--- src/rtl/core/sfb_pkg.sv ---
// shared types, constants and helpers of the sprite frame blitter
package sfb_pkg;

  localparam int SCREEN_WIDTH     = 1024;
  localparam int SCREEN_HEIGHT    = 1024;
  localparam int SHEET_HEIGHT_MAX = 1024;

  localparam int ADDR_W   = 20;
  localparam int PIXEL_W  = 32;
  localparam int POS_W    = 12;
  localparam int FIDX_W   = 10;
  localparam int SIZE_W   = 11;
  localparam int WALK_W   = 10;
  localparam int COORD_W  = 14;
  localparam int ALPHA_LSB = 24;
  localparam int WALK_MAX = 1024;

  localparam int CFG_IDX_W  = 3;
  localparam int CFG_DATA_W = 12;

  localparam int FIFO_DEPTH = 4;
  localparam int FIFO_AW    = $clog2(FIFO_DEPTH);

  localparam logic [CFG_IDX_W-1:0] CFG_POS_X        = 3'd0;
  localparam logic [CFG_IDX_W-1:0] CFG_POS_Y        = 3'd1;
  localparam logic [CFG_IDX_W-1:0] CFG_FRAME_COL    = 3'd2;
  localparam logic [CFG_IDX_W-1:0] CFG_FRAME_ROW    = 3'd3;
  localparam logic [CFG_IDX_W-1:0] CFG_FRAME_WIDTH  = 3'd4;
  localparam logic [CFG_IDX_W-1:0] CFG_FRAME_HEIGHT = 3'd5;
  localparam logic [CFG_IDX_W-1:0] CFG_SHEET_WIDTH  = 3'd6;

  typedef enum logic {
    OP_START = 1'b0,
    OP_PIXEL = 1'b1
  } sfb_op_e;

  typedef struct packed {
    logic [POS_W-1:0]  pos_x;
    logic [POS_W-1:0]  pos_y;
    logic [FIDX_W-1:0] frame_col;
    logic [FIDX_W-1:0] frame_row;
    logic [SIZE_W-1:0] frame_width;
    logic [SIZE_W-1:0] frame_height;
    logic [SIZE_W-1:0] sheet_width;
  } sfb_cfg_t;

  // one classified item on its way to the address back end
  typedef struct packed {
    logic               has_src;
    logic [WALK_W-1:0]  col;
    logic [WALK_W-1:0]  row;
    logic               we;
    logic [ADDR_W-1:0]  dest;
    logic [PIXEL_W-1:0] colour;
    logic               last;
  } sfb_item_t;

  // zero counts as one, anything above the walk range as the maximum
  function automatic logic [SIZE_W-1:0] clamp_size(input logic [SIZE_W-1:0] v);
    logic [SIZE_W-1:0] r;
    if (v == '0) begin
      r = SIZE_W'(1);
    end else if (v > SIZE_W'(WALK_MAX)) begin
      r = SIZE_W'(WALK_MAX);
    end else begin
      r = v;
    end
    return r;
  endfunction

endpackage

--- src/rtl/core/sfb_front.sv ---
// front end: takes items, walks the frame, clips and keys each pixel
module sfb_front
  import sfb_pkg::*;
(
  input  logic      clk_i,
  input  logic      rst_ni,
  input  sfb_cfg_t  cfg_i,
  input  logic      in_valid_i,
  output logic      in_ready_o,
  input  logic      in_opcode_i,
  input  logic [PIXEL_W-1:0] in_pixel_i,
  output logic      push_o,
  output sfb_item_t push_item_o,
  input  logic      full_i
);

  logic [WALK_W-1:0] col_q, col_d;
  logic [WALK_W-1:0] row_q, row_d;
  logic              busy_q, busy_d;

  logic                accept;
  logic [SIZE_W-1:0]   fw, fh;
  logic [SIZE_W-1:0]   col_inc;
  logic [WALK_W-1:0]   row_inc;
  logic                row_wrap;
  logic                is_last;
  logic signed [COORD_W-1:0] x, y;
  logic                on_screen, opaque;
  logic [ADDR_W-1:0]   dest;

  assign in_ready_o = !full_i;
  assign accept     = in_valid_i && in_ready_o;
  assign push_o     = accept;

  assign fw = clamp_size(cfg_i.frame_width);
  assign fh = clamp_size(cfg_i.frame_height);

  assign x = COORD_W'($signed(cfg_i.pos_x)) + $signed({{(COORD_W-WALK_W){1'b0}}, col_q});
  assign y = COORD_W'($signed(cfg_i.pos_y)) + $signed({{(COORD_W-WALK_W){1'b0}}, row_q});

  assign on_screen = !x[COORD_W-1] && (x[COORD_W-2:0] < (COORD_W-1)'(SCREEN_WIDTH))
                  && !y[COORD_W-1] && (y[COORD_W-2:0] < (COORD_W-1)'(SCREEN_HEIGHT));
  assign opaque    = in_pixel_i[PIXEL_W-1:ALPHA_LSB] != '0;
  assign dest      = ADDR_W'(x[COORD_W-2:0]) + ADDR_W'(y[COORD_W-2:0]) * ADDR_W'(SCREEN_WIDTH);

  assign col_inc  = {1'b0, col_q} + SIZE_W'(1);
  assign row_wrap = col_inc >= fw;
  assign row_inc  = row_q + WALK_W'(1);
  assign is_last  = row_wrap && ((row_inc == '0) || ({1'b0, row_inc} >= fh));

  always_comb begin
    col_d       = col_q;
    row_d       = row_q;
    busy_d      = busy_q;
    push_item_o = '0;
    if (accept) begin
      unique case (sfb_op_e'(in_opcode_i))
        OP_START: begin
          col_d               = '0;
          row_d               = '0;
          busy_d              = 1'b1;
          push_item_o.has_src = 1'b1;
        end
        OP_PIXEL: begin
          if (busy_q) begin
            push_item_o.we     = on_screen && opaque;
            push_item_o.dest   = (on_screen && opaque) ? dest : '0;
            push_item_o.colour = in_pixel_i;
            if (is_last) begin
              col_d            = '0;
              row_d            = '0;
              busy_d           = 1'b0;
              push_item_o.last = 1'b1;
            end else begin
              col_d               = row_wrap ? '0 : col_inc[WALK_W-1:0];
              row_d               = row_wrap ? row_inc : row_q;
              push_item_o.has_src = 1'b1;
              push_item_o.col     = col_d;
              push_item_o.row     = row_d;
            end
          end
        end
        default: begin
        end
      endcase
    end
  end

  always_ff @(posedge clk_i or negedge rst_ni) begin
    if (!rst_ni) begin
      col_q  <= '0;
      row_q  <= '0;
      busy_q <= 1'b0;
    end else begin
      col_q  <= col_d;
      row_q  <= row_d;
      busy_q <= busy_d;
    end
  end

  a_start_clears_walk: assert property (@(posedge clk_i) disable iff (!rst_ni)
    (accept && in_opcode_i == OP_START) |=> (busy_q && col_q == '0 && row_q == '0))
    else $error("start item did not reset the walk");

  a_last_ends_blit: assert property (@(posedge clk_i) disable iff (!rst_ni)
    (push_o && push_item_o.last) |=> !busy_q)
    else $error("block still busy after the last pixel");

  a_idle_walk_home: assert property (@(posedge clk_i) disable iff (!rst_ni)
    !busy_q |-> (col_q == '0 && row_q == '0))
    else $error("walk position left off origin while idle");

endmodule

--- src/rtl/core/sfb_fifo.sv ---
// short queue of classified items between the front and back ends
module sfb_fifo
  import sfb_pkg::*;
(
  input  logic      clk_i,
  input  logic      rst_ni,
  input  logic      push_i,
  input  sfb_item_t push_item_i,
  output logic      full_o,
  input  logic      pop_i,
  output logic      valid_o,
  output sfb_item_t pop_item_o
);

  sfb_item_t             mem_q [FIFO_DEPTH];
  logic [FIFO_AW-1:0]    wr_ptr_q, rd_ptr_q;
  logic [FIFO_AW:0]      count_q, count_d;
  logic                  do_push, do_pop;

  assign full_o     = count_q == (FIFO_AW+1)'(FIFO_DEPTH);
  assign valid_o    = count_q != '0;
  assign pop_item_o = mem_q[rd_ptr_q];
  assign do_push    = push_i && !full_o;
  assign do_pop     = pop_i && valid_o;

  always_comb begin
    count_d = count_q;
    if (do_push && !do_pop) begin
      count_d = count_q + (FIFO_AW+1)'(1);
    end else if (do_pop && !do_push) begin
      count_d = count_q - (FIFO_AW+1)'(1);
    end
  end

  always_ff @(posedge clk_i or negedge rst_ni) begin
    if (!rst_ni) begin
      wr_ptr_q <= '0;
      rd_ptr_q <= '0;
      count_q  <= '0;
    end else begin
      count_q <= count_d;
      if (do_push) begin
        wr_ptr_q <= wr_ptr_q + FIFO_AW'(1);
      end
      if (do_pop) begin
        rd_ptr_q <= rd_ptr_q + FIFO_AW'(1);
      end
    end
  end

  always_ff @(posedge clk_i) begin
    if (do_push) begin
      mem_q[wr_ptr_q] <= push_item_i;
    end
  end

  a_count_matches_ptrs: assert property (@(posedge clk_i) disable iff (!rst_ni)
    (count_q != (FIFO_AW+1)'(FIFO_DEPTH)) |-> (FIFO_AW'(wr_ptr_q - rd_ptr_q) == count_q[FIFO_AW-1:0]))
    else $error("queue count out of step with pointers");

endmodule

--- src/rtl/core/sfb_back.sv ---
// back end: two-stage sheet address pipeline whose second stage is the output register
module sfb_back
  import sfb_pkg::*;
(
  input  logic      clk_i,
  input  logic      rst_ni,
  input  sfb_cfg_t  cfg_i,
  input  logic      valid_i,
  input  sfb_item_t item_i,
  output logic      pop_o,
  output logic      out_valid_o,
  input  logic      out_ready_i,
  output logic [ADDR_W-1:0]  out_src_o,
  output logic               out_we_o,
  output logic [ADDR_W-1:0]  out_dest_o,
  output logic [PIXEL_W-1:0] out_colour_o,
  output logic               out_last_o
);

  logic                        s1_valid_q, s1_valid_d;
  sfb_item_t                   s1_item_q;
  logic [ADDR_W-1:0]           s1_col_sum_q, s1_row_sum_q;
  logic [FIDX_W+SIZE_W-1:0]    col_prod, row_prod;
  logic [ADDR_W+SIZE_W-1:0]    row_addr;
  logic [ADDR_W-1:0]           src;

  logic                        out_valid_q;
  logic [ADDR_W-1:0]           out_src_q, out_dest_q;
  logic                        out_we_q, out_last_q;
  logic [PIXEL_W-1:0]          out_colour_q;

  logic                        advance, load_out;

  assign advance  = !out_valid_q || out_ready_i;
  assign load_out = s1_valid_q && advance;
  assign pop_o    = valid_i && (!s1_valid_q || load_out);

  assign col_prod = cfg_i.frame_col * clamp_size(cfg_i.frame_width);
  assign row_prod = cfg_i.frame_row * clamp_size(cfg_i.frame_height);
  assign row_addr = s1_row_sum_q * cfg_i.sheet_width;
  assign src      = row_addr[ADDR_W-1:0] + s1_col_sum_q;

  always_comb begin
    s1_valid_d = s1_valid_q;
    if (pop_o) begin
      s1_valid_d = 1'b1;
    end else if (load_out) begin
      s1_valid_d = 1'b0;
    end
  end

  always_ff @(posedge clk_i or negedge rst_ni) begin
    if (!rst_ni) begin
      s1_valid_q  <= 1'b0;
      out_valid_q <= 1'b0;
    end else begin
      s1_valid_q <= s1_valid_d;
      if (advance) begin
        out_valid_q <= s1_valid_q;
      end
    end
  end

  always_ff @(posedge clk_i) begin
    if (pop_o) begin
      s1_item_q    <= item_i;
      s1_col_sum_q <= ADDR_W'(col_prod) + ADDR_W'(item_i.col);
      s1_row_sum_q <= ADDR_W'(row_prod) + ADDR_W'(item_i.row);
    end
    if (load_out) begin
      out_src_q    <= s1_item_q.has_src ? src : '0;
      out_we_q     <= s1_item_q.we;
      out_dest_q   <= s1_item_q.dest;
      out_colour_q <= s1_item_q.colour;
      out_last_q   <= s1_item_q.last;
    end
  end

  assign out_valid_o  = out_valid_q;
  assign out_src_o    = out_src_q;
  assign out_we_o     = out_we_q;
  assign out_dest_o   = out_dest_q;
  assign out_colour_o = out_colour_q;
  assign out_last_o   = out_last_q;

  a_last_has_no_src: assert property (@(posedge clk_i) disable iff (!rst_ni)
    (out_valid_q && out_last_q) |-> (out_src_q == '0))
    else $error("last pixel carries a fetch address");

  a_masked_no_dest: assert property (@(posedge clk_i) disable iff (!rst_ni)
    (out_valid_q && !out_we_q) |-> (out_dest_q == '0))
    else $error("screen address present on a masked pixel");

endmodule

--- src/rtl/core/sprite_frame_blitter.sv ---
// top level of the sprite frame blitter: register file, front, queue, back
// path: an accepted item is written into the queue, then the stage-one register, then the output register
// throughput: one item per cycle while the output is not stalled; the front walk update and the two-stage
//   sheet address multiply (frame offset, then row times sheet width) set it
// the four-entry queue lets the front keep taking items while the output stalls, until the queue is full
// reset: walk, busy flag, queue and pipeline valids clear; registers take their reset values
module sprite_frame_blitter
  import sfb_pkg::*;
(
  input  logic                  clk_i,
  input  logic                  rst_ni,
  input  logic                  cfg_we_i,
  input  logic [CFG_IDX_W-1:0]  cfg_index_i,
  input  logic [CFG_DATA_W-1:0] cfg_data_i,
  input  logic                  s_axis_tvalid,
  output logic                  s_axis_tready,
  input  logic [31:0]           s_axis_tdata,  // pixel
  input  logic                  s_axis_tuser,  // opcode
  output logic                  m_axis_tvalid,
  input  logic                  m_axis_tready,
  output logic [71:0]           m_axis_tdata,  // source_address, dest_address, colour
  output logic                  m_axis_tuser,  // write_enable
  output logic                  m_axis_tlast
);

  sfb_cfg_t  cfg_q;
  logic      push, full, pop, q_valid;
  sfb_item_t push_item, pop_item;

  logic [ADDR_W-1:0]  out_src, out_dest;
  logic [PIXEL_W-1:0] out_colour;

  always_ff @(posedge clk_i or negedge rst_ni) begin
    if (!rst_ni) begin
      cfg_q.pos_x        <= '0;
      cfg_q.pos_y        <= '0;
      cfg_q.frame_col    <= '0;
      cfg_q.frame_row    <= '0;
      cfg_q.frame_width  <= SIZE_W'(1);
      cfg_q.frame_height <= SIZE_W'(1);
      cfg_q.sheet_width  <= SIZE_W'(1);
    end else if (cfg_we_i) begin
      unique case (cfg_index_i)
        CFG_POS_X:        cfg_q.pos_x        <= cfg_data_i[POS_W-1:0];
        CFG_POS_Y:        cfg_q.pos_y        <= cfg_data_i[POS_W-1:0];
        CFG_FRAME_COL:    cfg_q.frame_col    <= cfg_data_i[FIDX_W-1:0];
        CFG_FRAME_ROW:    cfg_q.frame_row    <= cfg_data_i[FIDX_W-1:0];
        CFG_FRAME_WIDTH:  cfg_q.frame_width  <= cfg_data_i[SIZE_W-1:0];
        CFG_FRAME_HEIGHT: cfg_q.frame_height <= cfg_data_i[SIZE_W-1:0];
        CFG_SHEET_WIDTH:  cfg_q.sheet_width  <= cfg_data_i[SIZE_W-1:0];
        default: begin
        end
      endcase
    end
  end

  sfb_front u_front (
    .clk_i       (clk_i),
    .rst_ni      (rst_ni),
    .cfg_i       (cfg_q),
    .in_valid_i  (s_axis_tvalid),
    .in_ready_o  (s_axis_tready),
    .in_opcode_i (s_axis_tuser),
    .in_pixel_i  (s_axis_tdata),
    .push_o      (push),
    .push_item_o (push_item),
    .full_i      (full)
  );

  sfb_fifo u_fifo (
    .clk_i       (clk_i),
    .rst_ni      (rst_ni),
    .push_i      (push),
    .push_item_i (push_item),
    .full_o      (full),
    .pop_i       (pop),
    .valid_o     (q_valid),
    .pop_item_o  (pop_item)
  );

  sfb_back u_back (
    .clk_i        (clk_i),
    .rst_ni       (rst_ni),
    .cfg_i        (cfg_q),
    .valid_i      (q_valid),
    .item_i       (pop_item),
    .pop_o        (pop),
    .out_valid_o  (m_axis_tvalid),
    .out_ready_i  (m_axis_tready),
    .out_src_o    (out_src),
    .out_we_o     (m_axis_tuser),
    .out_dest_o   (out_dest),
    .out_colour_o (out_colour),
    .out_last_o   (m_axis_tlast)
  );

  assign m_axis_tdata = {out_colour, out_dest, out_src};

endmodule

--- config.mk ---
export PLATFORM = sky130hd
export DESIGN_NAME = sprite_frame_blitter
export DESIGN_NICKNAME = d
export VERILOG_FILES = /design/src/rtl/core/sfb_pkg.sv /design/src/rtl/core/sfb_front.sv /design/src/rtl/core/sfb_fifo.sv /design/src/rtl/core/sfb_back.sv /design/src/rtl/core/sprite_frame_blitter.sv
export SDC_FILE = /design/constraint.sdc
export NUM_CORES = 1
export LEC_CHECK = 0
export ABC_CLOCK_PERIOD_IN_PS = 17400
export BUFFER_PORTS_ARGS = -buffer_cell sky130_fd_sc_hd__clkbuf_2
export CORE_ASPECT_RATIO = 1.2
export CORE_UTILIZATION = 55
export CTS_BUF_LIST = sky130_fd_sc_hd__clkbuf_4
export DETAILED_ROUTE_END_ITERATION = 8
export HOLD_SLACK_MARGIN = 0.15
export PLACE_DENSITY = 0.75
export SYNTH_ARGS = -nofsm -noshare
export SYNTH_HDL_FRONTEND = slang
export SYNTH_SLANG_ARGS = --single-unit
--- constraint.sdc ---
create_clock -name clk_i -period 17.4 [get_ports clk_i]
set_input_delay 2.61 -clock clk_i [delete_from_list [all_inputs] [get_ports clk_i]]
set_output_delay 2.61 -clock clk_i [all_outputs]
set_load 0.03 [all_outputs]
==> reports/results.ini, run 1 <==
[placed_design]
hpwl_um=55200
port_buffers=128
gp_congestion=0.891

[synthesis]
syn_inst=2797
yosysSeqAreaShare=0.470
syn_area_um2=35700
synthFlopType=edfxtp_1
synth_nets=3344
yosys-top-cells-area=edfxtp_1 39%, fa_1 16%, dfrtp_1 7.3%, ha_1 7.1%, mux4_2 4.7%
synthTopCellsByCount=469 x edfxtp_1, 417 x inv_1, 291 x fa_1, 284 x nand2_1, 203 x ha_1
yosysMostFrequentCell=edfxtp_1
yosysTopAreaCellShare=0.395
ys_ff_latch=576
yosysTopAreaCell=edfxtp_1
ys_async_sr_fraction=0.186
synth_cell_types=67
synth_edf_count=469
yosys_warnings=0
synth.avg_cell_area_um2=12.7

[routing]
initialDrtViolationCount=1132
routedWlPerCell_um=19.7
drc=0
viasPerCell=5.53
num_vias=21600
wirelength_um=76700
antenna_left=0
firstDrtPassIters=5

[cts]
cts_buffers=140
path_clk_slew_ns=0.08
cts_tree=built
insertion_delay_ns=0.98
cts_setup_buffers=0
cts_root_buf=clkbuf_4
htreeDepth=4
ctsHoldBuffers=0
ctsResizeCount=0
clkSinkCount=576
cts_buffer_depth=3

[grt]
grt_pass1_wl_um=124000
grt_max_degree=74
antenna_found_initial=4
track_usage=0.248
gr-total-overflow=0
grt_pass1_vias=23800

[sta]
min_period_ns=6.84
rsz0062_at_grt=false
tns_ns=0
hold_viol_final=0
max-slew-margin-rel=0.193
drv_slew=0
setup_viol=0
tightest_slew_ns=1.20
finClkSkew_ns=0.0701
fin_crit_sh=0.393
max_clock_freq_mhz=146

[setup_path]
cp_common_cell=fa_1
crit_fanout=22
slowest_stage=nor2b_1
path_buf_inv=3
critPathCaptureType=register
required_ns=18.06
rr_worst_depth=19
crit_arrival_ns=7.51
crit_family=adder cells
cp.depth=19
startpoint_type=register
path_class=reg2reg
cpPeakStageDelay_ns=0.80
path_cells=nor2b_1, nand2_1, fa_1, inv_1, fa_1, inv_1, fa_1, fa_1, fa_1, inv_1, ha_1, a21o_1, a2111o_1, a21oi_1, o31ai_1, or4_1, a31o_2, a21oi_1, xnor2_1

[cells_and_area]
register_area_um2=16800
drive_above_1_share=0.175
syn_to_final_growth_pct=9.09
multi_input_comb_area_um2=16900
nFillCells=4976
layout.nets=3514

[min_path]
whs_path_depth=0
min_path_type=reg2reg

[die]
pin_count=129
core_region_area_um2=63700
rows=101
die_w_um=234
die_h_um=281
initial_core_util=0.560
die-area_um2=65900

[outcome]
status=completed

[job]
max_cap_viol_count=0

-- cells in the final DEF, fill, tap and decap left out, drive strengths merged, types with 3 or more instances in the layout --
cell,netlist,routed
nand4b,3,3
nor2,91,91
o2bb2ai,3,3
mux2,77,77
ha,203,203
o21bai,6,6
inv,417,426
nor3b,5,5
xor2,44,44
clkbuf,103,325
nor3,26,26
mux4,75,75
nand2b,12,12
fa,291,291
o21a,15,15
o31ai,8,8
nand3,27,27
a21oi,41,41
o21ai,45,45
buf,10,14
nand4,5,5
a21o,29,29
and3,17,17
dfrtp,104,104
edfxtp,469,469
nor4,8,8
or4,3,3
xnor2,75,75
and2,200,200
or3,11,11
a2111oi,3,3
o31a,3,3
dfstp,3,3
clkinv,0,39
a211oi,13,13
a31oi,9,9
nor2b,28,28
nand2,284,284
a31o,3,3
-- metrics by stage --
| step | hold WS [ns] | setup WS [ns] | area, um^2 | cells | utilization |
|---|---|---|---|---|---|
| floorplan | 0.400 | 8.56 | 35700 | 2797 | - |
| global route | 0.423 | 10.20 | 38900 | 3901 | 0.611 |
| finish | 0.414 | 10.56 | 38900 | 3901 | 0.611 |
| CTS | 0.406 | 10.59 | 38900 | 3899 | 0.611 |
| detailed placement | 0.405 | 10.61 | 37100 | 3649 | 0.582 |
| global placement | 0.402 | 10.74 | 37100 | 3649 | 0.582 |
-- kinds of logic after synthesis --
group / count (synthesis) / synth area share
DFF: 576 / 0.470
adders and majority gates: 494 / 0.235
buffers and inverters: 530 / 0.0560
muxes: 153 / 0.0720
AOI/OAI and AO/OA: 199 / 0.0378
xor gates and xnor gates: 119 / 0.0292
and+or+nand+nor: 726 / 0.100
-- sequential cells by signal (all words and copies together) (netlist names), 2 cells and up --
register,count
cfg_q,77
u_back.out_colour_o,32
u_back.out_dest_o,20
u_back.out_src_o,20
u_back.s1_col_sum_q,20
u_back.s1_item_q,55
u_back.s1_row_sum_q,20
u_fifo.count_q,3
u_fifo.mem_q,300
u_fifo.rd_ptr_q,2
u_fifo.wr_ptr_q,2
u_front.col_q,10
u_front.row_q,10
-- routing by layer --
metal | wire (um) | GRT usage | up-vias | part of all wire
met2 | 39800 | 0.433 | 654 | 0.52
met4 | 2580 | 0.108 | 2 | 0.034
li1 | - | - | 9818 | -
met3 | 4740 | 0.0584 | 177 | 0.062
met1 | 29600 | 0.288 | 10900 | 0.39
met5 | 13 | 0 | - | 0.00017
-- area by class of cell --
cell class                      count  area share
Multi-Input combinational cell   1691       0.436
Sequential cell                   576       0.431
Inverter                          417      0.0402
Clock buffer                      198      0.0382
Tap cell                          824      0.0265
Timing Repair Buffer              141      0.0190
Clock inverter                     52     0.00914
Antenna cell                        2    0.000129
-- worst paths after layout --
check	from	to	slack (ns)
setup / recovery	cfg_q[21]	u_back.s1_row_sum_q[19]	10.56
hold / removal	u_back.s1_item_q[26]	u_back.out_colour_o[25]	0.41
setup reg to reg	cfg_q[21]	u_back.s1_row_sum_q[19]	10.56
hold reg to reg	u_back.s1_item_q[26]	u_back.out_colour_o[25]	0.41
max in group asynchronous	rst_ni	cfg_q[12]	14.37
min in group asynchronous	rst_ni	cfg_q[62]	1.63
Power of run 1 is left out: the tool's default activity adds up to more than one toggle a clock period on the data nets, which glitch-free logic cannot reach.
==> run 2, diff against run 1 <==
Settings changed: ABC_CLOCK_PERIOD_IN_PS 17400 to 5600, PLACE_DENSITY 0.75 to 0.78.
Clock period 17.4 ns to 5.6 ns, I/O delays scaled along.
==> run 2 against run 1 <==
The run now ends with setup timing left. Via count up 3.5%. Maximum frequency up 21%. Hold slack worse by 0.16 ns. Cell count increased by 3.9%. First-iteration DRC count up 10%. Register-to-register slack worse by 11 ns. Highest routed layer unchanged.
==> reports/results.ini, run 2 (synthesis results as in run 1) <==
[outcome]
violations=setup timing
status=finished, violations left

[setup_path]
path_cells=buf_6, nor2b_4, buf_4, buf_4, and2_1, fa_1, fa_1, inv_1, fa_1, fa_1, fa_1, inv_2, ha_4, a21o_1, a2111o_1, a21oi_2, o31ai_4, or4_4, a31o_4, a21oi_4, xnor2_1
required_ns=6.32
slowest_stage=fa_1
critPathCaptureType=register
crit_family=adder cells
path_class=reg2reg
path_buf_inv=5
cp_common_cell=fa_1
cpPeakStageDelay_ns=0.51
startpoint_type=register
crit_arrival_ns=6.37
crit_fanout=6

[sta]
setup_viol=1
drv_slew=0
rsz0062_at_grt=true
fin_crit_sh=1.01
tightest_slew_ns=1.12
setup_ws_ns=-0.0517
max_clock_freq_mhz=177
max-slew-margin-rel=0.251
min_period_ns=5.65
finClkSkew_ns=0.0748
hold_viol_final=0

[grt]
gr-total-overflow=0
track_usage=0.258
antenna_found_initial=3
grt_pass1_vias=24500
grt_pass1_wl_um=129000
grt_max_degree=68

[placed_design]
gp_congestion=0.897
dp_cells=3755
hpwl_um=59100
port_buffers=128

[cells_and_area]
layout_common_cells=469 x edfxtp_1, 409 x inv_1, 287 x fa_1
syn_to_final_growth_pct=13.4
largestRegisters=u_fifo.mem_q x300, cfg_q x77, u_back.s1_item_q x55
layout.nets=3667
layout_commonest_cell=edfxtp_1
regMostFlops=u_fifo.mem_q
drive_above_1_share=0.224
largest_register_ffs=300
fin_cells=4055

[cts]
clkSinkCount=576
cts_buffer_depth=3
htreeDepth=4
cts_root_buf=clkbuf_4
cts_tree=built
path_clk_slew_ns=0.07
insertion_delay_ns=0.98
cts_buffers=140

[routing]
viasPerCell=5.51
drc=0
firstDrtPassIters=5
wl_met2_um=42500
antenna_left=0
num_vias=22300
initialDrtViolationCount=1246
wirelength_um=81400
routedWlPerCell_um=20.1
wl_met3_um=5200
maxUsedRoutingLayer=met5
wl_met1_um=31000

[die]
pin_count=129
core_region_area_um2=63700
die_h_um=281
initial_core_util=0.560
rows=101
die_w_um=234
die-area_um2=65900

[min_path]
min_path_type=in2reg

[job]
max_cap_viol_count=0

==> run 2: changes by cell type in the layout (fill, tap and decap cells not counted), sizes merged <==
cell         previous run  this run
diode                   2         3
buf                    14       141
inv                   426       427
clkinv                 39        33
clkbuf                325       330
clkinvlp                2         0
bufinv                  2         4
dlygate4sd3             0        26
==> run 2: final timing paths <==
check,slack [ns],from,end,depth (start not counted)
max,-0.05,cfg_q[21],u_back.s1_row_sum_q[19],21
min,0.26,s_axis_tdata[21],u_fifo.mem_q[3][22],2
max reg2reg,-0.05,cfg_q[21],u_back.s1_row_sum_q[19],21
min reg2reg,0.41,u_back.s1_item_q[42],u_back.out_dest_o[9],0
max in group asynchronous,3.80,rst_ni,u_fifo.rd_ptr_q[1],3
min in group asynchronous,0.59,rst_ni,u_front.col_q[7],2
==> run 2: routing by layer <==
metal / GRT usage / vias up
met3: 0.0571 / 175
met1: 0.300 / 11300
met5: 0 / -
li1: - / 10100
met2: 0.455 / 751
met4: 0.111 / 2
==> run 2: per-stage QoR <==
stage	utilization	TNS [ns]	setup slack, ns	hold WS, ns	area (um^2)
final	0.635	-0.0517	-0.0517	0.255	40400
after CTS	0.630	-0.0423	-0.0423	0.151	40100
after detailed placement	0.595	-0.253	-0.178	0.405	37900
after global routing	0.635	-0.378	-0.184	0.202	40400
after global placement	0.595	-0.0897	-0.0897	0.404	37900
after floorplan	-	0	0.00147	0.400	35700
==> run 2: repair_timing <==
item	4_1_cts	5_1_grt
resized for setup	10	65
pin swaps	4	11
hold buffers	26	0
buffers inserted	7	14
setup endpoints to repair	3	16
endpoints found under the hold margin	139	0
==> run 2: area by class of cell <==
class                   count  area, um^2
repair buffers            294        1980
clock inverters            47         372
well taps                 824        1030
fillers                  4760       23300
flip-flops and latches    576       16800
clock buffers             203        1520
multi-input cells        1691       17200
inverters                 417        1570
diodes                      3        7.51
Power of run 2 is left out for the same reason.
